$ cat src/rtl/core/hsvc_pkg.sv
`timescale 1ns / 1ps
// ----------------------------------------------------------------------------
// HSV to RGB converter package
// Shared constants, the hue sector type and the control word of the channel
// scaler.
// ----------------------------------------------------------------------------
package hsvc_pkg;

  localparam logic [8:0] HUE_MAX = 9'd359;
  localparam logic [6:0] PCT_MAX = 7'd100;

  // Channel level is floor(255 * k / 600000) = floor(floor(17 * k / 64) / 625).
  localparam int          LEVEL_W     = 20;
  localparam int          SCALED_W    = 24;
  localparam int          PRE_SHIFT   = 6;
  // Reciprocal of 625 at 28 fractional bits, exact for quotients below 2^18.
  localparam int          RECIP_SHIFT = 28;
  localparam logic [18:0] RECIP       = 19'd429497;
  localparam int          QUOT_W      = SCALED_W - PRE_SHIFT;
  localparam int          PROD_W      = QUOT_W + 19;
  localparam logic [LEVEL_W-1:0] DENOM = 20'd600000;

  typedef enum logic [2:0] {
    SEC_RY = 3'd0,
    SEC_YG = 3'd1,
    SEC_GC = 3'd2,
    SEC_CB = 3'd3,
    SEC_BM = 3'd4,
    SEC_MR = 3'd5
  } hsvc_sector_t;

  typedef struct packed {
    logic ld_mul;
    logic ld_quo;
  } hsvc_lvl_ctl_t;

endpackage

$ cat src/rtl/core/hsvc_level.sv
`timescale 1ns / 1ps
// ----------------------------------------------------------------------------
// Channel level scaler
// Two register stages that turn a numerator over 600000 into an 8-bit level.
// ----------------------------------------------------------------------------
module hsvc_level
  import hsvc_pkg::*;
(
  input  logic                clk,
  input  hsvc_lvl_ctl_t       ctl,
  input  logic [LEVEL_W-1:0]  num,
  output logic [7:0]          level
);

  logic [SCALED_W-1:0] scaled;
  logic [SCALED_W-1:0] scaled_next;
  logic [QUOT_W-1:0]   quot;
  logic [PROD_W-1:0]   prod;

  // Multiply by 17 as a shift and an add.
  assign scaled_next = (SCALED_W'(num) << 4) + SCALED_W'(num);
  assign quot        = scaled[SCALED_W-1:PRE_SHIFT];
  assign prod        = PROD_W'(quot) * PROD_W'(RECIP);

  always_ff @(posedge clk) begin
    if (ctl.ld_mul) begin
      scaled <= scaled_next;
    end
    if (ctl.ld_quo) begin
      level <= prod[RECIP_SHIFT +: 8];
    end
  end

endmodule

$ cat src/rtl/core/hsv_to_rgb_converter_unit.sv
`timescale 1ns / 1ps
// ----------------------------------------------------------------------------
// HSV to RGB converter
// Six-stage pipeline that turns one HSV word into one 8-bit RGB word.
// ----------------------------------------------------------------------------
// The block takes one word per clock while the output is not stalled and
// returns one RGB word for each HSV word, in order. Hue is in degrees and
// saturates at 359; saturation and brightness are in percent and saturate
// at 100. The six register stages are: clamp and sector decode, the two 7x7
// products, chroma and secondary component, channel selection, the multiply
// by 17, and the reciprocal multiply that divides by 625. Each stage holds
// its word while the stage after it is full and stalled, so in_ready drops
// only when all six stages hold a word and out_ready is low. The enable
// register is sampled when a word is accepted; a word taken while enable is
// clear comes out as black. The enable register should be written only while
// no word is in the pipeline.
module hsv_to_rgb_converter_unit
  import hsvc_pkg::*;
(
  input  logic       clk,
  input  logic       rst,
  input  logic       cfg_we,
  input  logic       cfg_wdata,
  input  logic       in_valid,
  output logic       in_ready,
  input  logic [8:0] hue,
  input  logic [6:0] saturation,
  input  logic [6:0] brightness,
  output logic       out_valid,
  input  logic       out_ready,
  output logic [7:0] red,
  output logic [7:0] green,
  output logic [7:0] blue
);

  logic       enable;
  logic [6:1] vld;
  logic [7:1] adv;

  // Advance chain: a stage loads when it is empty or the next one moves on.
  always_comb begin
    adv[7] = out_ready;
    for (int i = 1; i <= 6; i++) begin
      adv[i] = !vld[i] || adv[i+1];
    end
  end

  assign in_ready  = adv[1];
  assign out_valid = vld[6];

  always_ff @(posedge clk) begin
    if (rst) begin
      enable <= 1'b0;
      vld    <= '0;
    end else begin
      if (cfg_we) begin
        enable <= cfg_wdata;
      end
      if (adv[1]) begin
        vld[1] <= in_valid;
      end
      for (int i = 2; i <= 6; i++) begin
        if (adv[i]) begin
          vld[i] <= vld[i-1];
        end
      end
    end
  end

  // Stage 1: saturate the inputs, find the 60-degree sector and the distance
  // weight w = 60 - |(h mod 120) - 60|, which runs 0..60.
  logic [8:0]   hue_sat;
  logic [6:0]   sat_sat;
  logic [6:0]   bri_sat;
  hsvc_sector_t sector_next;
  logic [8:0]   base;
  logic [8:0]   t;
  logic [5:0]   w_next;

  assign hue_sat = (hue > HUE_MAX) ? HUE_MAX : hue;
  assign sat_sat = (saturation > PCT_MAX) ? PCT_MAX : saturation;
  assign bri_sat = (brightness > PCT_MAX) ? PCT_MAX : brightness;

  always_comb begin
    priority if (hue_sat < 9'd60) begin
      sector_next = SEC_RY;
    end else if (hue_sat < 9'd120) begin
      sector_next = SEC_YG;
    end else if (hue_sat < 9'd180) begin
      sector_next = SEC_GC;
    end else if (hue_sat < 9'd240) begin
      sector_next = SEC_CB;
    end else if (hue_sat < 9'd300) begin
      sector_next = SEC_BM;
    end else begin
      sector_next = SEC_MR;
    end
    priority if (hue_sat < 9'd120) begin
      base = 9'd0;
    end else if (hue_sat < 9'd240) begin
      base = 9'd120;
    end else begin
      base = 9'd240;
    end
    t = hue_sat - base;
    if (t < 9'd60) begin
      w_next = t[5:0];
    end else begin
      w_next = 6'(9'd120 - t);
    end
  end

  logic [6:0]   sat1;
  logic [6:0]   bri1;
  logic [5:0]   w1;
  hsvc_sector_t sector1;
  logic         en1;

  always_ff @(posedge clk) begin
    if (adv[1]) begin
      sat1    <= sat_sat;
      bri1    <= bri_sat;
      w1      <= w_next;
      sector1 <= sector_next;
      en1     <= enable;
    end
  end

  // Stage 2: s*v and v*(100-s), both at most 10000.
  logic [13:0]  sv2;
  logic [13:0]  vms2;
  logic [5:0]   w2;
  hsvc_sector_t sector2;
  logic         en2;

  always_ff @(posedge clk) begin
    if (adv[2]) begin
      sv2     <= 14'(sat1) * 14'(bri1);
      vms2    <= 14'(bri1) * 14'(PCT_MAX - sat1);
      w2      <= w1;
      sector2 <= sector1;
      en2     <= en1;
    end
  end

  // Stage 3: chroma, secondary component and offset over 600000.
  logic [LEVEL_W-1:0] c3;
  logic [LEVEL_W-1:0] x3;
  logic [LEVEL_W-1:0] m3;
  hsvc_sector_t       sector3;
  logic               en3;

  always_ff @(posedge clk) begin
    if (adv[3]) begin
      c3      <= LEVEL_W'(sv2) * LEVEL_W'(60);
      x3      <= LEVEL_W'(sv2) * LEVEL_W'(w2);
      m3      <= LEVEL_W'(vms2) * LEVEL_W'(60);
      sector3 <= sector2;
      en3     <= en2;
    end
  end

  // Stage 4: the sector routes chroma and the secondary component to the
  // channels. A disabled word carries zero numerators, which scale to zero.
  logic [LEVEL_W-1:0] r_comp;
  logic [LEVEL_W-1:0] g_comp;
  logic [LEVEL_W-1:0] b_comp;
  logic [LEVEL_W-1:0] r4;
  logic [LEVEL_W-1:0] g4;
  logic [LEVEL_W-1:0] b4;

  always_comb begin
    unique case (sector3)
      SEC_RY: begin
        r_comp = c3; g_comp = x3; b_comp = '0;
      end
      SEC_YG: begin
        r_comp = x3; g_comp = c3; b_comp = '0;
      end
      SEC_GC: begin
        r_comp = '0; g_comp = c3; b_comp = x3;
      end
      SEC_CB: begin
        r_comp = '0; g_comp = x3; b_comp = c3;
      end
      SEC_BM: begin
        r_comp = x3; g_comp = '0; b_comp = c3;
      end
      default: begin
        r_comp = c3; g_comp = '0; b_comp = x3;
      end
    endcase
  end

  always_ff @(posedge clk) begin
    if (adv[4]) begin
      r4 <= en3 ? r_comp + m3 : '0;
      g4 <= en3 ? g_comp + m3 : '0;
      b4 <= en3 ? b_comp + m3 : '0;
    end
  end

  // Stages 5 and 6: scale each numerator to a level.
  hsvc_lvl_ctl_t lvl_ctl;

  assign lvl_ctl.ld_mul = adv[5];
  assign lvl_ctl.ld_quo = adv[6];

  hsvc_level u_level_r (
    .clk   (clk),
    .ctl   (lvl_ctl),
    .num   (r4),
    .level (red)
  );

  hsvc_level u_level_g (
    .clk   (clk),
    .ctl   (lvl_ctl),
    .num   (g4),
    .level (green)
  );

  hsvc_level u_level_b (
    .clk   (clk),
    .ctl   (lvl_ctl),
    .num   (b4),
    .level (blue)
  );

  // The weight never exceeds 60 and the sector decode stays in range.
  a_weight_range : assert property (@(posedge clk) disable iff (rst)
    vld[1] |-> (w1 <= 6'd60 && sector1 <= SEC_MR))
    else $error("hue weight or sector out of range");

  // Numerators never exceed the common denominator, so levels cannot wrap.
  a_num_range : assert property (@(posedge clk) disable iff (rst)
    vld[4] |-> (r4 <= DENOM && g4 <= DENOM && b4 <= DENOM))
    else $error("channel numerator above full scale");

  // Input back-pressure only when every stage holds a word.
  a_full_stall : assert property (@(posedge clk) disable iff (rst)
    !in_ready |-> (&vld && !out_ready))
    else $error("input stalled with a free pipeline stage");

  // A word held at the output must not be replaced.
  a_hold_out : assert property (@(posedge clk) disable iff (rst)
    (vld[6] && !out_ready) |=> (vld[6] && $stable(red) && $stable(green)
      && $stable(blue)))
    else $error("stalled output word changed");

endmodule

$ cat config.mk
export PLATFORM = sky130hd
export DESIGN_NAME = hsv_to_rgb_converter_unit
export DESIGN_NICKNAME = d
export VERILOG_FILES = /design/src/rtl/core/hsvc_pkg.sv /design/src/rtl/core/hsvc_level.sv /design/src/rtl/core/hsv_to_rgb_converter_unit.sv
export SDC_FILE = /design/constraint.sdc
export NUM_CORES = 2
export LEC_CHECK = 0
export ABC_AREA = 1
export BUFFER_PORTS_ARGS = -buffer_cell sky130_fd_sc_hd__buf_2
export CORE_ASPECT_RATIO = 0.9
export CORE_MARGIN = 2
export CORE_UTILIZATION = 44
export CTS_CLUSTER_SIZE = 14
export DETAILED_ROUTE_END_ITERATION = 8
export PLACE_DENSITY_LB_ADDON = 0.25
export SLEW_MARGIN = 20
export SYNTH_ARGS = -nofsm -noshare
export SYNTH_HDL_FRONTEND = slang
export SYNTH_SLANG_ARGS = --single-unit
$ cat constraint.sdc
create_clock -name clk -period 5.2 [get_ports clk]
set_input_delay 0 -clock clk [delete_from_list [all_inputs] [get_ports clk]]
set_output_delay 0 -clock clk [all_outputs]
set_load 0.01 [all_outputs]
Word level (Yosys, flattened, before mapping)

Cells that the tools add are included.
W data, S select, Z words.

Flip-flop bits (word level): 285
Bits of input ports: 29
Output and inout port bits: 26
Logic and storage cells: 95

Add/subtract/negate cells: 9
Multiply operators: 8
Magnitude comparators: 9
Eq/ne operators: 4
Mux-type cells: 11
Reduce and logical (&&, ||, !) cells: 21

Operators by type and width:

| cell                     | number |
|---|---|
| $pmux W20 S2             | 3 |
| $mul A18 B19 Y36 const B | 3 |
| $add A24 B20 Y24         | 3 |
| $add A20 B20 Y20         | 3 |
| $mul A14 B4 Y18 const B  | 2 |
| $mul A14 B6 Y20          | 1 |
| $lt A9 B6 Y1 const B     | 2 |
| $lt A9 B8 Y1 const B     | 2 |
| $mux W8                  | 2 |
| $gt A7 B7 Y1 const B     | 2 |
| $mul A7 B7 Y14           | 1 |
| $mul A8 B8 Y14           | 1 |
| $reduce_or A2 Y1         | 7 |
| $gt A9 B9 Y1 const B     | 1 |
| $lt A9 B7 Y1 const B     | 1 |
| $lt A9 B9 Y1 const B     | 1 |
| $mux W9                  | 1 |
| $sub A9 B8 Y9            | 1 |
| $sub A7 B7 Y8 const A    | 1 |
| $eq A3 B2 Y1 const B     | 2 |
| $logic_not A1 Y1         | 6 |
| $logic_or A1 B1 Y1       | 6 |
| $mux W6                  | 1 |
| $sub A6 B6 Y6 const A    | 1 |
| other kinds (6)          | 8 |

Longest topological paths before layout

Word-level depth: 8
Mapped depth: 25
Mapped depth without buffers: 25

Cells and area by module

A second synthesis with hierarchy kept.

Cells, all modules: 5322
Area total of the unflattened synthesis: 43907.1 sq um

Modules (own cells, without submodules):

| module                    | times used | cells each | area an instance (sq um) | sequential area each (sq um) |
|---|---|---|---|---|
| hsv_to_rgb_converter_unit | 1          | 2197       | 18680.4                  | 5545.3 |
| hsvc_level (u_level_b)    | 1          | 1038       | 8415.6                   | 780.7 |
| hsvc_level (u_level_g)    | 1          | 1048       | 8405.6                   | 780.7 |
| hsvc_level (u_level_r)    | 1          | 1039       | 8405.6                   | 780.7 |

Worst setup path after synthesis

No wires, ideal clock.

Path type: reg-to-reg
From: register u_level_b.scaled[18]
To: register u_level_b.level[0], data pin
Library setup time: 0.252 ns
Arrival time: 4.485 ns
Data required time: 4.948 ns
Setup slack: 0.462 ns
Cell stages (with the launch flop): 20
Buffers on the path: 0
Clock period less this slack: 4.738 ns
Cell sequence: edfxtp_1 > ha_1 > inv_1 > fa_1 > inv_1 > fa_1 > fa_1 > fa_1 > inv_1 > fa_1 > inv_1 > ha_1 > a21oi_1 > o21ai_0 > a21oi_1 > nand2_1 > nor2_1 > nand2_1 > nand2_1 > nand2_1

Longest elaborated chain between the ends: 1

Ends and longest elaborated chain:

| what                         | line             | text |
|---|---|---|
| from (decl)                  | hsvc_level.sv:15 | `logic [SCALED_W-1:0] scaled;` |
| from (signal assigned)       | hsvc_level.sv:27 | `scaled <= scaled_next;` |
| $mul A18 B19 Y36             | hsvc_level.sv:23 | `assign prod = PROD_W'(quot) * PROD_W'(RECIP);` |
| named net u_level_b.prod[28] | hsvc_level.sv:18 | `logic [PROD_W-1:0] prod;` |
| to (signal assigned)         | hsvc_level.sv:30 | `level <= prod[RECIP_SHIFT +: 8];` |
| to (decl)                    | hsvc_level.sv:12 | `output logic [7:0] level` |

The timed path passes the listed nets, and every way through them passes these cells.
A chain may end at the register's enable or synchronous reset.

Final worst setup path

From: register u_level_g.scaled[12]
To: register u_level_g.level[7], data pin

Longest elaborated chain between the ends: 1

Ends and longest elaborated chain:

| what                         | line |
|---|---|
| from (decl)                  | hsvc_level.sv:15 |
| from (signal assigned)       | hsvc_level.sv:27 |
| $mul A18 B19 Y36             | hsvc_level.sv:23 |
| named net u_level_g.prod[35] | hsvc_level.sv:18 |
| to (signal assigned)         | hsvc_level.sv:30 |
| to (decl)                    | hsvc_level.sv:12 |

The timed path passes the listed nets, and every way through them passes these cells.

==> run metrics <==
status=finished, final reports clean; area share of the largest cell type after synthesis=25.0%; WL/cell=15.7 um; Slew Limit Fails=0; achievable frequency=0.199 GHz; Register Area=7890 um2; CTS tree=yes; # setup viols final=0; fin util=48.7%; synthesized cell area=43100 um2; cell total after placement=6428; Die ar.=100000 um2; layout cell share with drive strength beyond 1=5.89%; top post-synthesis cells by area=fa_1 25%, ha_1 20%, edfxtp_1 18%; Slew @ Worst Pin=0.756 ns; slew margin rel.=49.4%; DP Wirelength=88100 um; antenna viol nets, final=0; clk slew on worst S/H paths=0.06 ns; CP endpoint kind=register; remaining global-route overflow=0; CP Class=register to register; number of remaining DRC errors=0; clk sink count=265; final WL=103000 um; first-pass GRT wire length=172000 um; largest net degree at the start of global routing=61; startpoint types=register; # rows=108; CP required=5.53 ns; total CTS buffers=35; core area=96800 um2; RSZ-0062 raised after global routing=yes; fin crit share=96.5%; final hold viol count=0; clock buffer depth=3; Post-Synthesis Cells=5102; IO Port Bufs=54; post-layout net count=6515; total track usage=21.0%; post-route minimum period=5.02 ns; EDFF count, synth=258; routed via count=33100; drt first-iter violations=2026; Via density=5.04; Initial Utilization=44.5%; H-tree levels=2; initial antenna violation count=0; filler cell count=9399; multi-input logic area=30900 um2; Seq/Total Area, Yosys=18.3%; worst skew pair latency=0.58 ns; unique cell type count in the Yosys netlist=57; Final Wtd Congestion=0.961; first drt pass iteration count=5; Layout Cells excl Fill=6565; area grow syn2layout=9.25%; Worst Skew=0.0195 ns; Die Y=301 um; IO Pins=55; Synth area leader=fa_1; FF+latch count, synth=265; number of global-route vias before repair=33500; Async SR Flop Fraction=0%; Avg Inst Size Synth=8.45 um2; Syn Nets=6343; max-cap violations=0; DIE WIDTH=334 um; arrival time at the worst endpoint=5.35 ns; count leader, synth=inv_1; Critical Path Fanout Max=4; # diodes=0; Yosys Warn Count=0; top cells by count, synth=1170 x inv_1, 971 x nand2_1, 673 x ha_1, 539 x fa_1, 379 x nor2_1; Hold WC Path Type=primary input to register; clock root cell=clkbuf_16; Synth Flop Type=edfxtp_1
-- path summary, 6_finish.rpt --
path | cells past startpoint | slack [ns] | end | start
max | 19 | 0.18 | u_level_g.level[7] | u_level_g.scaled[12]
min | 5 | 0.03 | sector1[0] | hue[7]
max reg2reg | 19 | 0.18 | u_level_g.level[7] | u_level_g.scaled[12]
min reg2reg | 0 | 0.41 | sector3[1] | sector2[1]
-- cell families (layout without fill, tap and decap cells) --
group	Yosys count	in the layout	synth area share, %
AND/OR/NAND/NOR	1698	1698	16.3
multiplexers	1	1	0.0232
buffers and inverters	1220	1418	10.7
flip-flops	265	265	18.3
XOR/XNOR	107	107	2.17
adder cells (fa/ha/maj)	1212	1212	44.6
AO/OA/AOI/OAI	599	599	8.00
-- layout make-up --
type                       count  area share [%]
sequential                   265            16.8
clock inverter                23           0.385
multi-input combinational   3617            65.5
timing repair buffer         173            2.64
inverter                    1182            9.42
tap                         1265            3.36
clock buffer                  40            1.90
-- metal layers --
metal | GRT usage, % | part of all wire (%) | vias to the layer above
li1 | - | - | 16500
met1 | 30.5 | 49 | 15800
met2 | 33.6 | 44 | 691
met3 | 2.74 | 5.1 | 126
met4 | 4.40 | 2.0 | 0
met5 | 0 | 0 | -
-- state kept, by name, indices dropped and copies added (netlist names), 8 cells and up --
signal	cells
b4	20
c3	17
g4	20
m3	18
r4	20
sv2	14
u_level_b.level	8
u_level_b.scaled	18
u_level_g.level	8
u_level_g.scaled	18
u_level_r.level	8
u_level_r.scaled	18
vms2	13
x3	20
-- cells in the final DEF, fill, tap and decap left out, types with 38 or more instances in the layout --
cell type	count
nor3_1	39
nor2_1	370
fa_1	536
buf_4	87
inv_1	1169
nand4_1	38
xor2_1	81
edfxtp_1	258
buf_2	54
nand2_1	966
o21ai_0	138
a21oi_1	274
o22ai_1	51
ha_1	652
nand3_1	205
-- worst max-delay path: stages (launching register included) --
cell and delay (ns):
edfxtp_1 0.47, ha_1 0.30, inv_1 0.14, fa_1 0.48, fa_1 0.55, inv_1 0.05
fa_1 0.49, fa_1 0.49, inv_1 0.05, fa_1 0.47, inv_1 0.04, ha_1 0.31
a21oi_1 0.20, o21ai_0 0.17, inv_1 0.10, nand4_1 0.18, nand2_1 0.14, nand2_1 0.06
nand2_1 0.05, nand2_1 0.04
-- per-stage QoR --
stage / hold WS, ns / instance area, um2 / setup WS, ns / TNS [ns]
finish: 0.0307 / 47100 / 0.181 / 0
global route: 0.0644 / 47100 / -0.0352 / -0.178
CTS: 0.0253 / 46500 / 0.0306 / 0
detailed placement: 0.194 / 45100 / 0.0554 / 0
global placement: 0.193 / 45100 / 0.0540 / 0
floorplan: 0.0691 / 43100 / 0.462 / 0
-- repair_timing --
action / in CTS / in global routing
gates resized for setup: 0 / 62
hold buffers: 32 / 0
setup endpoints to repair: 0 / 25
setup buffers: 0 / 42
hold endpoints to repair: 25 / 0
Power is not shown: default switching activity piles up to over one toggle a cycle in this logic, so the estimate is an artifact.
